### src/sv/mngm_pkg.sv
`default_nettype none
package mngm_pkg;

	localparam int NUM_GATES = 8;
	localparam int CNT_W     = (NUM_GATES > 1) ? $clog2(NUM_GATES) : 1;
	localparam int GV_W      = (NUM_GATES > 8) ? NUM_GATES : 8;
	localparam int PV_W      = (CNT_W > 3) ? CNT_W : 3;

	localparam int IN_DATA_W  = 16;
	localparam int IN_USER_W  = 3;
	localparam int OUT_DATA_W = 16;

	localparam logic       OP_MIDI   = 1'b0;
	localparam logic       OP_TOGGLE = 1'b1;
	localparam logic [1:0] EV_NOTE_ON  = 2'd0;
	localparam logic [1:0] EV_NOTE_OFF = 2'd1;

	typedef struct packed {
		logic       op;
		logic [1:0] event_kind;
		logic [3:0] midi_channel;
		logic [6:0] note_number;
	} item_t;

	typedef struct packed {
		logic       led_blink;
		logic [2:0] learn_position;
		logic       learning;
		logic [7:0] gate_bits;
	} result_t;

	function automatic logic [7:0] gate_view(input logic [NUM_GATES-1:0] g);
		logic [GV_W-1:0] ext;
		ext = GV_W'(g);
		return ext[7:0];
	endfunction

	function automatic logic [2:0] pos_view(input logic [CNT_W-1:0] c);
		logic [PV_W-1:0] ext;
		ext = PV_W'(c);
		return ext[2:0];
	endfunction

endpackage
`default_nettype wire

### src/sv/mngm_in_stage.sv
`default_nettype none
module mngm_in_stage (
	input  wire                                   clk,
	input  wire                                   arst_n,
	input  wire                                   s_axis_tvalid,
	output logic                                  s_axis_tready,
	input  wire  [mngm_pkg::IN_DATA_W-1:0]        s_axis_tdata,
	input  wire  [mngm_pkg::IN_USER_W-1:0]        s_axis_tuser,
	input  wire                                   advance,
	output logic                                  valid_s1,
	output mngm_pkg::item_t                       item_s1
);
	import mngm_pkg::*;

	assign s_axis_tready = !valid_s1 || advance;

	always_ff @(posedge clk or negedge arst_n) begin
		if (!arst_n) begin
			valid_s1 <= 1'b0;
		end else if (s_axis_tready) begin
			valid_s1 <= s_axis_tvalid;
		end
	end

	always_ff @(posedge clk) begin
		if (s_axis_tready && s_axis_tvalid) begin
			item_s1.op           <= s_axis_tuser[0];
			item_s1.event_kind   <= s_axis_tuser[2:1];
			item_s1.midi_channel <= s_axis_tdata[3:0];
			item_s1.note_number  <= s_axis_tdata[10:4];
		end
	end

endmodule
`default_nettype wire

### src/sv/mngm_core.sv
`default_nettype none
module mngm_core (
	input  wire               clk,
	input  wire               arst_n,
	input  wire               advance,
	input  mngm_pkg::item_t   item,
	output mngm_pkg::result_t result_next
);
	import mngm_pkg::*;

	logic [3:0]           entry_channel_q [NUM_GATES];
	logic [6:0]           entry_note_q    [NUM_GATES];
	logic [NUM_GATES-1:0] gates_q;
	logic                 learn_q;
	logic [CNT_W-1:0]     cnt_q;
	logic                 led_q;

	logic [NUM_GATES-1:0] match;
	logic [NUM_GATES-1:0] gates_d;
	logic                 learn_d;
	logic [CNT_W-1:0]     cnt_d;
	logic                 led_d;
	logic                 store;

	always_comb begin
		for (int g = 0; g < NUM_GATES; g++) begin
			match[g] = (entry_channel_q[g] == item.midi_channel) &&
				(entry_note_q[g] == item.note_number);
		end
	end

	always_comb begin
		gates_d = gates_q;
		learn_d = learn_q;
		cnt_d   = cnt_q;
		led_d   = led_q;
		store   = 1'b0;
		if (item.op == OP_TOGGLE) begin
			cnt_d = '0;
			if (learn_q) begin
				learn_d = 1'b0;
				led_d   = 1'b0;
			end else begin
				learn_d = 1'b1;
				gates_d = '0;
				led_d   = 1'b1;
			end
		end else if (learn_q) begin
			if (item.event_kind == EV_NOTE_ON) begin
				store = 1'b1;
				if (cnt_q == CNT_W'(NUM_GATES - 1)) begin
					learn_d = 1'b0;
					cnt_d   = '0;
					led_d   = 1'b0;
				end else begin
					cnt_d = cnt_q + 1'b1;
				end
			end
		end else if (item.event_kind == EV_NOTE_ON) begin
			gates_d = gates_q | match;
		end else if (item.event_kind == EV_NOTE_OFF) begin
			gates_d = gates_q & ~match;
		end
	end

	always_comb begin
		result_next.gate_bits      = gate_view(gates_d);
		result_next.learning       = learn_d;
		result_next.learn_position = learn_d ? pos_view(cnt_d) : 3'd0;
		result_next.led_blink      = led_d;
	end

	always_ff @(posedge clk or negedge arst_n) begin
		if (!arst_n) begin
			gates_q <= '0;
			learn_q <= 1'b0;
			cnt_q   <= '0;
			led_q   <= 1'b0;
			for (int g = 0; g < NUM_GATES; g++) begin
				entry_channel_q[g] <= '0;
				entry_note_q[g]    <= '0;
			end
		end else if (advance) begin
			gates_q <= gates_d;
			learn_q <= learn_d;
			cnt_q   <= cnt_d;
			led_q   <= led_d;
			if (store) begin
				entry_channel_q[cnt_q] <= item.midi_channel;
				entry_note_q[cnt_q]    <= item.note_number;
			end
		end
	end

endmodule
`default_nettype wire

### src/sv/midi_note_gate_mapper_top.sv
// MIDI note to gate mapper with learn mode.
// Input stream s_axis: one request per decoded MIDI event or learn toggle.
//   tuser carries op (toggle flag) and event_kind; tdata carries channel and note.
// Output stream m_axis: one result per input request, showing the gate bank,
//   learn flag, learn position and LED mode after that request took effect.
// Path: a request is captured in the input register, then the table lookup
//   and state update are registered into the result register.
// Throughput: one request per cycle while m_axis is not held, set by the
//   parallel compare against all gate entries.
// Reset (arst_n low): learned table cleared to channel 0 / note 0, gates off,
//   learn mode off, LED steady. Both stream sides come up empty.
// Stall: while m_axis is held, the result register keeps its value and one
//   more request can wait in the input register; after that s_axis_tready
//   drops until the result is taken. Nothing is lost or repeated.
`default_nettype none
module midi_note_gate_mapper_top (
	input  wire                                clk,
	input  wire                                arst_n,
	input  wire                                s_axis_tvalid,
	output logic                               s_axis_tready,
	// [3:0] midi_channel, [10:4] note_number, [15:11] zero
	input  wire  [mngm_pkg::IN_DATA_W-1:0]     s_axis_tdata,
	// [0] op, [2:1] event_kind
	input  wire  [mngm_pkg::IN_USER_W-1:0]     s_axis_tuser,
	output logic                               m_axis_tvalid,
	input  wire                                m_axis_tready,
	// [7:0] gate_bits, [8] learning, [11:9] learn_position, [12] led_blink, [15:13] zero
	output logic [mngm_pkg::OUT_DATA_W-1:0]    m_axis_tdata
);
	import mngm_pkg::*;

	logic    valid_s1;
	item_t   item_s1;
	logic    advance;
	result_t result_next;
	result_t result_q;
	logic    out_valid_q;

	assign advance = valid_s1 && (!out_valid_q || m_axis_tready);

	mngm_in_stage u_in_stage (
		.clk           (clk),
		.arst_n        (arst_n),
		.s_axis_tvalid (s_axis_tvalid),
		.s_axis_tready (s_axis_tready),
		.s_axis_tdata  (s_axis_tdata),
		.s_axis_tuser  (s_axis_tuser),
		.advance       (advance),
		.valid_s1      (valid_s1),
		.item_s1       (item_s1)
	);

	mngm_core u_core (
		.clk         (clk),
		.arst_n      (arst_n),
		.advance     (advance),
		.item        (item_s1),
		.result_next (result_next)
	);

	always_ff @(posedge clk or negedge arst_n) begin
		if (!arst_n) begin
			out_valid_q <= 1'b0;
		end else if (advance) begin
			out_valid_q <= 1'b1;
		end else if (m_axis_tready) begin
			out_valid_q <= 1'b0;
		end
	end

	always_ff @(posedge clk) begin
		if (advance) begin
			result_q <= result_next;
		end
	end

	assign m_axis_tvalid = out_valid_q;
	assign m_axis_tdata  = OUT_DATA_W'(result_q);

	// learn mode and blinking LED always go together
	a_led_learn: assert property (@(posedge clk) disable iff (!arst_n)
		m_axis_tvalid |-> (m_axis_tdata[8] == m_axis_tdata[12]))
		else $error("led mode disagrees with learn flag");

	a_pos_idle: assert property (@(posedge clk) disable iff (!arst_n)
		(m_axis_tvalid && !m_axis_tdata[8]) |-> (m_axis_tdata[11:9] == 3'd0))
		else $error("learn position nonzero outside learn mode");

	a_full_stall: assert property (@(posedge clk) disable iff (!arst_n)
		(valid_s1 && m_axis_tvalid && !m_axis_tready) |-> !s_axis_tready)
		else $error("input accepted while both stages are full");

	a_advance_loads: assert property (@(posedge clk) disable iff (!arst_n)
		advance |=> m_axis_tvalid)
		else $error("result missing after an advance");

endmodule
`default_nettype wire

### config.mk
export PLATFORM = sky130hd
export DESIGN_NAME = midi_note_gate_mapper_top
export DESIGN_NICKNAME = d
export VERILOG_FILES = /design/src/sv/mngm_pkg.sv /design/src/sv/mngm_in_stage.sv /design/src/sv/mngm_core.sv /design/src/sv/midi_note_gate_mapper_top.sv
export SDC_FILE = /design/constraint.sdc
export NUM_CORES = 1
export LEC_CHECK = 0
export BUFFER_PORTS_ARGS = -buffer_cell sky130_fd_sc_hd__buf_2
export CORE_MARGIN = 2
export CORE_UTILIZATION = 55
export DETAILED_ROUTE_END_ITERATION = 10
export GPL_TIMING_DRIVEN = 0
export PLACE_DENSITY = 0.79
export SETUP_SLACK_MARGIN = 0.5
export SYNTH_ARGS = -nofsm -noshare
export SYNTH_HDL_FRONTEND = slang
export SYNTH_SLANG_ARGS = --single-unit
### constraint.sdc
create_clock -name clk -period 3.5 [get_ports clk]
set_input_delay 0.7 -clock clk [delete_from_list [all_inputs] [get_ports clk]]
set_output_delay 0.7 -clock clk [all_outputs]
set_load 0.05 [all_outputs]
==> impl_metrics.yaml, run 1 <==
worst_setup_path:
  worstPathArrival_ps: 2710
  cp_data_required_time_ps: 3780
  criticalPathCategory: "register to register"
  critical_path.startpoint: "u_in_stage.item_s1[5]$_DFFE_PP_"
  regToRegStartpoint: "u_in_stage.item_s1[5]$_DFFE_PP_"
  critPathLaunchType: "register"
  cp-end-kind: "register"
  worstPathMaxFanout: 10
floorplanning:
  core_area_um2: 10890
  fp-row-count: 38
  design.portCount: 41
  dieArea_um2: 12080
  die-height_um: 109.9
  initial_core_util_pct: 56.68
  chipWidth_um: 109.9
placement:
  global_placer_s_final_weighted_congestion: 0.8015
  hpwlAfterDp_um: 8755
  numPortBuffers: 32
clocking:
  numClockSinks: 130
  ctsRootBufferMaster: "sky130_fd_sc_hd__clkbuf_8"
  cts_tree: "done"
  cts_htree_levels: 4
  clkSlewWorstSetupHoldPaths_ps: 60
  postCtsSetupBuffers: 0
  cts_inserted_buffers: 17
  cts_max_path_buffers: 2
  cts_repair_resize_count: 0
  worstSkewPairLatency_ps: 540
  cts.hold.buffers_added: 0
job:
  maxCapViolCount: 0
timing:
  timing.final.setup_violations: 0
  finalSetupTns_ps: 0
  max-slew-margin-rel_pct: 38.92
  timing_worst_slew_pin_value_ps: 909.2
  max_slew_violation_total_from_the_final_report: 0
  hold_slack_ps: 170.9
  finalCritPeriodShare_pct: 69.28
  achievable_freq_mhz: 412.4
  fin_skew_ps: 7.230
  layout_min_cycle_time_ps: 2425
  grt_setup_unrepaired: "no"
  hold_viol_final: 0
final_layout:
  final_cell_mix: "sky130_fd_sc_hd__dfrtp_1, sky130_fd_sc_hd__xnor2_1, sky130_fd_sc_hd__mux2_2"
  fill_cell_total_of_the_finished_layout: 811
  nets: 541
  layout-drive-gt1-share_pct: 34.40
  multiInputGateArea_um2: 2572
  antenna_cells: 0
  syn2layout_area_growth_pct: 15.65
  seq_area_um2: 3388
  final_common_cell: "sky130_fd_sc_hd__dfrtp_1"
synth:
  ys_ff_latch: 130
  post_synth_num_cell_types: 34
  synthesis.area_um2: 6171
  yosys_warnings: 0
  syn-instance-count: 462
  synth_flop_cell: "sky130_fd_sc_hd__dfrtp_1"
  synth_area_per_cell_um2: 13.36
  yosysSeqAreaShare_pct: 54.91
  share_of_async_settable_or_async_resettable_flops_after_synthesis_pct: 79.23
  synth_edf_count: 27
power_and_ir_drop:
  power.share.sequential_pct: 42.6
  comb_power_share_pct: 20.1
  leakagePower_nw: 3.072
  power.share.clock_pct: 37.3
  net-switching-power_mw: 1.341
  vdd_ir_drop_max_uv: 484.8
  power.density_nw_per_um2: 656.7
  swShare_pct: 28.60
  p_int_mw: 3.346
global_routing:
  grt_use_total_pct: 24.09
  grt_max_degree: 61
  overflow: 0
  grt_pass1_wl_um: 20670
  grt_antenna_before_repair: 0
  vias_in_the_first_global_route: 3912
drt:
  via_count: 3840
  routed_antenna_nets: 0
  drt_pass1_iterations: 4
  number_of_remaining_drc_errors: 0
  avgRoutedWirePerCell_um: 19.31
  iteration_0_drc_markers: 198
  avgViaCountPerCell: 5.740
  finalWirelength_um: 12920
status:
  status: "finished clean"
hold_path:
  worstHoldPathType: "primary input to async pin"
-- synth_stat cells (3+ instances only) --
cell type | count | share of area [%]
sky130_fd_sc_hd__a21oi_1 | 4 | 0.32
sky130_fd_sc_hd__nand4_1 | 25 | 2.5
sky130_fd_sc_hd__edfxtp_1 | 27 | 13
sky130_fd_sc_hd__o311a_1 | 8 | 1.3
sky130_fd_sc_hd__xnor2_1 | 89 | 13
sky130_fd_sc_hd__buf_4 | 5 | 0.61
sky130_fd_sc_hd__clkbuf_1 | 15 | 0.91
sky130_fd_sc_hd__nor3_1 | 11 | 0.89
sky130_fd_sc_hd__o21ai_0 | 4 | 0.32
sky130_fd_sc_hd__a221o_1 | 16 | 2.6
sky130_fd_sc_hd__buf_2 | 15 | 1.2
sky130_fd_sc_hd__mux2i_1 | 3 | 0.49
sky130_fd_sc_hd__buf_6 | 3 | 0.55
sky130_fd_sc_hd__inv_1 | 4 | 0.24
sky130_fd_sc_hd__nor2_1 | 9 | 0.55
sky130_fd_sc_hd__nand2_1 | 11 | 0.67
sky130_fd_sc_hd__mux2_2 | 89 | 16
sky130_fd_sc_hd__dfrtp_1 | 103 | 42
-- layer usage --
metal  GRT usage [%]  vias to the layer above  wire length (um)
li1                -                     1764                 -
met1           30.15                     1951              5522
met2           39.04                      100              6376
met3           6.283                       25               712
met4           11.39                        0               305
met5               0                        -                 0
-- per-stage QoR --
step	util (%)	std cells	setup slack, ps	power (mW)	area, um^2
after detailed placement	60.10	637	965.1	2.941	6544
after global placement	59.83	636	660.1	2.891	6514
after CTS	65.55	669	1073	4.706	7137
after global routing	65.55	669	961.6	4.895	7137
after floorplan	-	464	1282	2.711	6178
final	65.55	669	1075	4.687	7137
-- worst paths after layout --
kind                                                               end  slack (ps)  cells past startpoint
worst max register to register               m_axis_tdata[5]$_DFFE_PP_        1080                      6
worst max-delay path                         m_axis_tdata[5]$_DFFE_PP_        1080                      6
max in group asynchronous       u_core.entry_channel_q[31]$_DFFE_PN0P_        2640                      2
min in group clk                       u_in_stage.item_s1[2]$_DFFE_PP_         330                      1
worst min-delay path               u_core.entry_note_q[40]$_DFFE_PN0P_         170                      1
worst min register to register  u_core.entry_channel_q[15]$_DFFE_PN0P_         520                      1
-- worst max-delay path, stage by stage (launching register included) --
cell and delay (ps):
sky130_fd_sc_hd__edfxtp_1 310, sky130_fd_sc_hd__buf_2 260, sky130_fd_sc_hd__clkbuf_1 550, sky130_fd_sc_hd__xnor2_1 200
sky130_fd_sc_hd__nand4_1 210, sky130_fd_sc_hd__o311a_1 370, sky130_fd_sc_hd__a221o_1 260
-- cell families after synthesis --
logic type	Yosys count	synth area share (%)
XOR/XNOR	89	12.63
adder cells (fa/ha/maj)	2	0.4055
other	1	0.06077
flip-flops	130	54.91
multiplexers	92	16.73
AND/OR/NAND/NOR	71	6.873
AO/OA/AOI/OAI	35	4.866
buffers and inverters	42	3.528
-- flip-flops by register name, summed over array words and instances, names as in the netlist --
name	count
u_core.entry_note_q	56
u_core.entry_channel_q	32
u_in_stage.item_s1	14
m_axis_tdata	13
u_core.gates_q	8
u_core.cnt_q	3
m_axis_tvalid	1
u_core.learn_q	1
u_core.led_q	1
u_in_stage.valid_s1	1
-- power by group through the flow --
stage / registers [mW] / logic, mW / clock network, mW
CTS: 1.99 / 0.942 / 1.77
floorplan: 2.08 / 0.632 / 0
global placement: 2.00 / 0.892 / 0
finish: 1.99 / 0.943 / 1.75
global route: 2.03 / 1.02 / 1.84
detailed placement: 2.02 / 0.925 / 0
-- cell type report --
cell class / instances / area share [%]
sequential: 130 / 47.48
clock inverter: 12 / 1.771
timing repair buffer: 33 / 2.665
buffer: 38 / 2.840
clock buffer: 20 / 6.539
tap: 140 / 2.454
inverter: 4 / 0.2104
multi-input combinational: 292 / 36.04
Power figures use the tool's default switching activity.
==> inputs of run 2 (changes only) <==
--- a/config.mk
+++ b/config.mk
@@ -5,12 +5,13 @@
 export SDC_FILE = /design/constraint.sdc
 export NUM_CORES = 1
 export LEC_CHECK = 0
+export ABC_AREA = 1
 export BUFFER_PORTS_ARGS = -buffer_cell sky130_fd_sc_hd__buf_2
 export CORE_MARGIN = 2
 export CORE_UTILIZATION = 55
 export DETAILED_ROUTE_END_ITERATION = 10
 export GPL_TIMING_DRIVEN = 0
-export PLACE_DENSITY = 0.79
+export PLACE_DENSITY = 0.82
 export SETUP_SLACK_MARGIN = 0.5
 export SYNTH_ARGS = -nofsm -noshare
 export SYNTH_HDL_FRONTEND = slang
==> constraint.sdc (replaced) <==
create_clock -name clk -period 2.2 [get_ports clk]
set_input_delay 0.44 -clock clk [delete_from_list [all_inputs] [get_ports clk]]
set_output_delay 0.44 -clock clk [all_outputs]
set_load 0.05 [all_outputs]
==> run 2 against run 1 <==
Critical path type unchanged. Sequential cell count did not move. Die area increased by 12%. Worst hold slack got worse by 100 ps. Critical endpoint is now u_core.gates_q[2]$_DFFE_PN0P_.
==> impl_metrics.yaml, run 2 <==
final_layout:
  antenna_cells: 0
  largest_register_ff_count: 56
  fill_cell_total_of_the_finished_layout: 789
  reg_top3: "u_core.entry_note_q: 56 flops, u_core.entry_channel_q: 32 flops, u_in_stage.item_s1: 14 flops"
  seq_area_um2: 3391
  stdcell_area_um2: 9260
  syn2layout_area_growth_pct: 33.45
  multiInputGateArea_um2: 3279
  final_cell_mix: "sky130_fd_sc_hd__nand2_1, sky130_fd_sc_hd__inv_1, sky130_fd_sc_hd__dfrtp_1"
  layout-drive-gt1-share_pct: 26.52
  final_cell_count_no_fill: 1288
  largest_register: "u_core.entry_note_q"
  final_common_cell: "sky130_fd_sc_hd__nand2_1"
  nets: 1128
  utilization_pct: 74.28
timing:
  timing_worst_slew_pin_value_ps: 755.8
  layout_min_cycle_time_ps: 1798
  fin_skew_ps: 11.27
  finalSetupTns_ps: 0
  max-slew-margin-rel_pct: 49.62
  grt_setup_unrepaired: "yes"
  finalCritPeriodShare_pct: 81.74
  max_slew_violation_total_from_the_final_report: 0
  postLayoutSetupSlackWorst_ps: 401.7
  hold_viol_final: 0
  hold_slack_ps: 69.88
  timing.final.setup_violations: 0
  achievable_freq_mhz: 556.1
synth:
  synth_flop_cell: "sky130_fd_sc_hd__dfrtp_1"
  synth_area_per_cell_um2: 7.038
  syn-instance-count: 986
  synth.area.top_cells: "sky130_fd_sc_hd__dfrtp_1, sky130_fd_sc_hd__nand2_1, sky130_fd_sc_hd__edfxtp_1"
  share_of_async_settable_or_async_resettable_flops_after_synthesis_pct: 79.23
  yosys_warnings: 0
  portion_of_synthesized_cell_area_occupied_by_the_leading_cell_type_pct: 37.14
  most_frequent_cells_after_synthesis: "sky130_fd_sc_hd__nand2_1, sky130_fd_sc_hd__inv_1, sky130_fd_sc_hd__dfrtp_1"
  netlist.top_cell.by_area: "sky130_fd_sc_hd__dfrtp_1"
  post_synth_num_cell_types: 25
  post-synth-top-count-cell: "sky130_fd_sc_hd__nand2_1"
  synth_edf_count: 27
  synthesis.area_um2: 6939
  ys_ff_latch: 130
  yosysSeqAreaShare_pct: 48.83
floorplanning:
  design.portCount: 41
  fp-row-count: 41
  initial_core_util_pct: 55.67
  core_area_um2: 12470
  dieArea_um2: 13530
  die-height_um: 116.3
  chipWidth_um: 116.3
power_and_ir_drop:
  vdd_ir_drop_max_uv: 684.2
  leakagePower_nw: 4.564
  power.share.clock_pct: 34.7
  net-switching-power_mw: 2.622
  p_int_mw: 4.998
  power.share.sequential_pct: 40.4
  fin_total_pwr_mw: 7.619
  swShare_pct: 34.41
  comb_power_share_pct: 24.9
  power.density_nw_per_um2: 822.8
worst_setup_path:
  timing.critical_path.mode_cell: "sky130_fd_sc_hd__nand2_1"
  critPathLaunchType: "register"
  reg2regPathDepth: 12
  worstPathArrival_ps: 2170
  criticalPathCategory: "register to register"
  regToRegStartpoint: "u_in_stage.item_s1[8]$_DFFE_PP_"
  cpLargestDelayFamily: "simple AND/OR/NAND/NOR gates"
  timing.critical_path.buf_inv: 2
  slowest_stage: "sky130_fd_sc_hd__edfxtp_1"
  maximum_single_stage_delay_on_the_critical_path_ps: 400
  cp_cell_sequence: "inv_2, buf_4, nand2_1, nand2_1, nand2_1, nor2_4, nand3_2, nand2_1, nand3_1, nand2_1, nand2_1, nand2_1"
  cp_data_required_time_ps: 2570
  worstReg2RegEnd: "u_core.gates_q[2]$_DFFE_PN0P_"
  cp-end-kind: "register"
  ff2ff_setup_slack_ps: 400
  worstPathMaxFanout: 10
placement:
  numPortBuffers: 32
  global_placer_s_final_weighted_congestion: 0.8922
  hpwlAfterDp_um: 12730
  detailedPlace.worstSlack_ps: 23.98
  dp_cells: 1193
  placement.cell_area_um2: 7360
global_routing:
  grt_antenna_before_repair: 0
  grt_max_degree: 55
  vias_in_the_first_global_route: 6401
  grt_use_total_pct: 30.48
  overflow: 0
  grt_pass1_wl_um: 30760
drt:
  avgRoutedWirePerCell_um: 18.18
  iteration_0_drc_markers: 941
  routed_antenna_nets: 0
  number_of_remaining_drc_errors: 0
  finalWirelength_um: 23410
  via_count: 7382
  drt_pass1_iterations: 6
  avgViaCountPerCell: 5.731
clocking:
  cts_tree: "done"
  cts_inserted_buffers: 17
  numClockSinks: 130
  cts.hold.buffers_added: 0
  ctsRootBufferMaster: "sky130_fd_sc_hd__clkbuf_16"
  cts_max_path_buffers: 2
  worstSkewPairLatency_ps: 440
  clkSlewWorstSetupHoldPaths_ps: 60
  cts_htree_levels: 4
status:
  status: "finished clean"
job:
  maxCapViolCount: 0
hold_path:
  worstHoldPathType: "primary input to async pin"
-- run 2: cell types whose count changed in the layout (fill, tap and decap cells not counted), moves of 24 or more --
cell	delta
sky130_fd_sc_hd__buf_4	+45
sky130_fd_sc_hd__o21ai_2	+25
sky130_fd_sc_hd__o21ai_0	+43
sky130_fd_sc_hd__inv_1	+120
sky130_fd_sc_hd__nor2_1	+53
sky130_fd_sc_hd__o21ai_1	+24
sky130_fd_sc_hd__nand2_1	+362
sky130_fd_sc_hd__nand3_1	+24
sky130_fd_sc_hd__xnor2_1	-81
sky130_fd_sc_hd__mux2_2	-89
sky130_fd_sc_hd__nand2_2	+49
sky130_fd_sc_hd__buf_6	+33
-- run 2: logic make-up (layout without fill, tap and decap cells) --
logic type	count (synthesis)	count (layout)	share of synthesized area (%)
XOR/XNOR	8	8	1.010
flip-flops	130	130	48.83
adder cells (fa/ha/maj)	2	2	0.3606
buffers and inverters	183	311	10.71
AND/OR/NAND/NOR	560	560	31.57
other	1	3	0.05404
AO/OA/AOI/OAI	102	102	7.465
-- run 2: what timing repair did --
action,CTS,global route
resized for setup,106,234
pin swaps,10,51
endpoints found under the setup margin,105,116
gates cloned,4,5
buffers inserted,20,34
-- run 2: per-layer routing --
metal	vias to the layer above	share of wire [%]	global-route usage, %
li1	3240	-	-
met1	3416	35	37.80
met2	580	47	48.88
met3	146	11	7.940
met4	0	6.5	16.83
met5	-	0	0
-- run 2: power groups by stage --
stage | sequential [mW] | clock [mW] | combinational, mW
floorplan | 3.13 | 0 | 0.910
detailed placement | 3.04 | 0 | 1.41
global route | 3.10 | 2.76 | 2.06
CTS | 3.02 | 2.62 | 1.54
global placement | 3.03 | 0 | 1.35
finish | 3.08 | 2.65 | 1.90
-- run 2: how the worst max path moves through the flow --
stage,start,end,cells after the start
after floorplan,m_axis_tvalid$_DFFE_PN0P_,u_core.entry_channel_q[19]$_DFFE_PN0P_,7
after global placement,arst_n,m_axis_tvalid$_DFFE_PN0P_,1
after detailed placement,u_core.learn_q$_DFFE_PN0P_,m_axis_tdata[6]$_DFFE_PP_,8
after CTS,u_in_stage.item_s1[11]$_DFFE_PP_,u_core.entry_channel_q[19]$_DFFE_PN0P_,10
after global routing,u_in_stage.item_s1[10]$_DFFE_PP_,u_core.gates_q[2]$_DFFE_PN0P_,10
final,u_in_stage.item_s1[8]$_DFFE_PP_,u_core.gates_q[2]$_DFFE_PN0P_,12
-- run 2: final cells by class --
cell class | count | share of cell area (%)
Multi-Input combinational cell | 675 | 35.41
Buffer | 47 | 5.405
Timing Repair Buffer | 96 | 8.472
Inverter | 136 | 5.945
Sequential cell | 130 | 36.62
Clock inverter | 11 | 0.9593
Tap cell | 172 | 2.324
Clock buffer | 21 | 4.864
==> inputs of run 3 (changes only) <==
--- a/config.mk
+++ b/config.mk
@@ -5,13 +5,13 @@
 export SDC_FILE = /design/constraint.sdc
 export NUM_CORES = 1
 export LEC_CHECK = 0
-export ABC_AREA = 1
+export ABC_AREA = 0
 export BUFFER_PORTS_ARGS = -buffer_cell sky130_fd_sc_hd__buf_2
 export CORE_MARGIN = 2
 export CORE_UTILIZATION = 55
 export DETAILED_ROUTE_END_ITERATION = 10
 export GPL_TIMING_DRIVEN = 0
-export PLACE_DENSITY = 0.82
+export PLACE_DENSITY = 0.79
 export SETUP_SLACK_MARGIN = 0.5
 export SYNTH_ARGS = -nofsm -noshare
 export SYNTH_HDL_FRONTEND = slang
==> constraint.sdc (replaced) <==
create_clock -name clk -period 1.8 [get_ports clk]
set_input_delay 0.36 -clock clk [delete_from_list [all_inputs] [get_ports clk]]
set_output_delay 0.36 -clock clk [all_outputs]
set_load 0.05 [all_outputs]
==> run 3 against run 2 <==
The run now ends with setup timing left. Critical endpoint is now m_axis_tdata[0]$_DFFE_PP_. Clock skew increased by 2.3 ps. Non-clock buffer count increased by 34. Global-route usage increased by 1.6 points. Combinational power increased by 58%. Highest routed layer unchanged.
==> impl_metrics.yaml, run 3 (synthesis gave the netlist of run 1 again) <==
floorplanning:
  fp-row-count: 38
  core_area_um2: 10890
  dieArea_um2: 12080
  design.portCount: 41
  die-height_um: 109.9
  initial_core_util_pct: 56.68
  chipWidth_um: 109.9
timing:
  finalSetupTns_ps: -31240
  hold_slack_ps: 28.80
  max-slew-margin-rel_pct: 52.25
  layout_min_cycle_time_ps: 2227
  hold_viol_final: 0
  finalCritPeriodShare_pct: 123.7
  postLayoutSetupSlackWorst_ps: -426.9
  timing.final.setup_violations: 108
  max_slew_violation_total_from_the_final_report: 0
  achievable_freq_mhz: 449.1
  grt_setup_unrepaired: "yes"
  timing_worst_slew_pin_value_ps: 712.3
  fin_skew_ps: 13.52
power_and_ir_drop:
  net-switching-power_mw: 3.428
  leakagePower_nw: 4.106
  power.density_nw_per_um2: 1136
  power.share.clock_pct: 32.8
  comb_power_share_pct: 28.5
  fin_total_pwr_mw: 10.52
  power.share.sequential_pct: 38.8
  p_int_mw: 7.095
  vdd_ir_drop_max_uv: 1529
  swShare_pct: 32.57
final_layout:
  stdcell_area_um2: 9261
  layout-drive-gt1-share_pct: 56.85
  reg_top3: "u_core.entry_note_q: 56 flops, u_core.entry_channel_q: 32 flops, u_in_stage.item_s1: 14 flops"
  largest_register_ff_count: 56
  final_cell_mix: "sky130_fd_sc_hd__dfrtp_1, sky130_fd_sc_hd__mux2_2, sky130_fd_sc_hd__buf_4"
  largest_register: "u_core.entry_note_q"
  final_common_cell: "sky130_fd_sc_hd__dfrtp_1"
  nets: 647
  syn2layout_area_growth_pct: 50.08
drt:
  iteration_0_drc_markers: 732
  routed_antenna_nets: 0
  drt_pass1_iterations: 6
  dr.max_layer_used: "met4"
  avgRoutedWirePerCell_um: 28.79
  number_of_remaining_drc_errors: 0
  finalWirelength_um: 22340
  wl_met1_um: 7733
  routed-wl-met3_um: 2231
  met2_wire_length_um: 10490
  via_count: 5092
  avgViaCountPerCell: 6.562
worst_setup_path:
  cp_data_required_time_ps: 2100
  cp-end-kind: "register"
  slowest_stage: "sky130_fd_sc_hd__edfxtp_1"
  critPathLaunchType: "register"
  worstPathMaxFanout: 8
  regToRegStartpoint: "u_in_stage.item_s1[12]$_DFFE_PP_"
  reg2regPathDepth: 5
  worstPathArrival_ps: 2520
  criticalPathCategory: "register to register"
  cp_cell_sequence: "buf_6, nor2_4, nand4_1, o311a_1, a221o_1"
  ff2ff_setup_slack_ps: -430
  worstReg2RegEnd: "m_axis_tdata[0]$_DFFE_PP_"
  maximum_single_stage_delay_on_the_critical_path_ps: 480
hold_path:
  timing.hold.worst_endpoint: "u_in_stage.item_s1[12]$_DFFE_PP_"
  worstHoldPathType: "primary input to register"
  startpoint_of_the_worst_hold_path: "s_axis_tuser[2]"
  timing.hold.worst_path_depth: 1
global_routing:
  grt_antenna_before_repair: 1
  vias_in_the_first_global_route: 4902
  grt_max_degree: 69
  grt_pass1_wl_um: 27700
  grt_use_total_pct: 32.04
  overflow: 0
status:
  failed_checks: "setup timing"
  status: "finished, violations left"
clocking:
  cts_htree_levels: 4
  numClockSinks: 130
  cts_tree: "done"
  worstSkewPairLatency_ps: 550
  ctsRootBufferMaster: "sky130_fd_sc_hd__clkbuf_8"
  cts_max_path_buffers: 2
  clkSlewWorstSetupHoldPaths_ps: 70
  cts_inserted_buffers: 17
placement:
  detailedPlace.worstSlack_ps: -431.9
  global_placer_s_final_weighted_congestion: 0.8068
  hpwlAfterDp_um: 8936
  placement.cell_area_um2: 6888
  numPortBuffers: 32
job:
  maxCapViolCount: 0
## run 3: how the worst max path moves through the flow
stage | start | to | slack (ps) | cells past startpoint
finish | u_in_stage.item_s1[12]$_DFFE_PP_ | m_axis_tdata[0]$_DFFE_PP_ | -430 | 5
global route | u_in_stage.item_s1[1]$_DFFE_PP_ | u_core.gates_q[4]$_DFFE_PN0P_ | -440 | 7
CTS | u_in_stage.item_s1[2]$_DFFE_PP_ | m_axis_tdata[3]$_DFFE_PP_ | -170 | 6
detailed placement | u_core.learn_q$_DFFE_PN0P_ | m_axis_tdata[0]$_DFFE_PP_ | -430 | 4
global placement | arst_n | m_axis_tvalid$_DFFE_PN0P_ | -920 | 1
floorplan | u_in_stage.item_s1[12]$_DFFE_PP_ | u_core.entry_channel_q[12]$_DFFE_PN0P_ | -50 | 6
## run 3: per-stage QoR
stage	util, %	cells
after global placement	62.99	636
after CTS	80.34	751
after floorplan	-	464
after global routing	85.04	775
after detailed placement	63.26	637
final	85.06	776
## run 3: power groups by stage
stage | combinational [mW] | clock, mW | sequential (mW)
2_1_floorplan | 1.34 | 0 | 4.06
3_3_place_gp | 1.86 | 0 | 3.90
3_5_place_dp | 1.94 | 0 | 3.93
4_1_cts | 2.43 | 3.34 | 3.94
5_1_grt | 3.09 | 3.57 | 4.08
6_report | 3.00 | 3.45 | 4.08
## run 3: worst max-delay path, delay by kind of cell (launching register included)
family | cells | cell delay (ps)
simple gates | 2 | 590
compound gates | 2 | 730
flops | 1 | 480
buf+inv | 1 | 180
## run 3: layout make-up
class                   instances  area, um^2
plain buffers                  38       573.1
clock buffers                  22       462.9
fillers                       410        1627
multi-input cells             292        3199
diodes                          1       2.502
clock inverters                10       106.4
repair buffers                139        1331
flip-flops and latches        130        3392
well taps                     140       175.2
inverters                       4       18.77
## run 3: timing repair
| item | in CTS | in global routing |
|---|---|---|
| hold endpoints to repair | 48 | 0 |
| gates cloned | 2 | 4 |
| gates resized for setup | 132 | 53 |
| pin swaps | 31 | 34 |
| setup buffers | 66 | 20 |
| setup endpoints to repair | 143 | 154 |
| hold buffers | 14 | 0 |
## run 3: metal layers
layer  vias up  global-route usage (%)
li1       1985                       -
met2       431                   53.02
met5         -                       0
met4         0                   19.44
met3       178                   8.299
met1      2498                   37.26
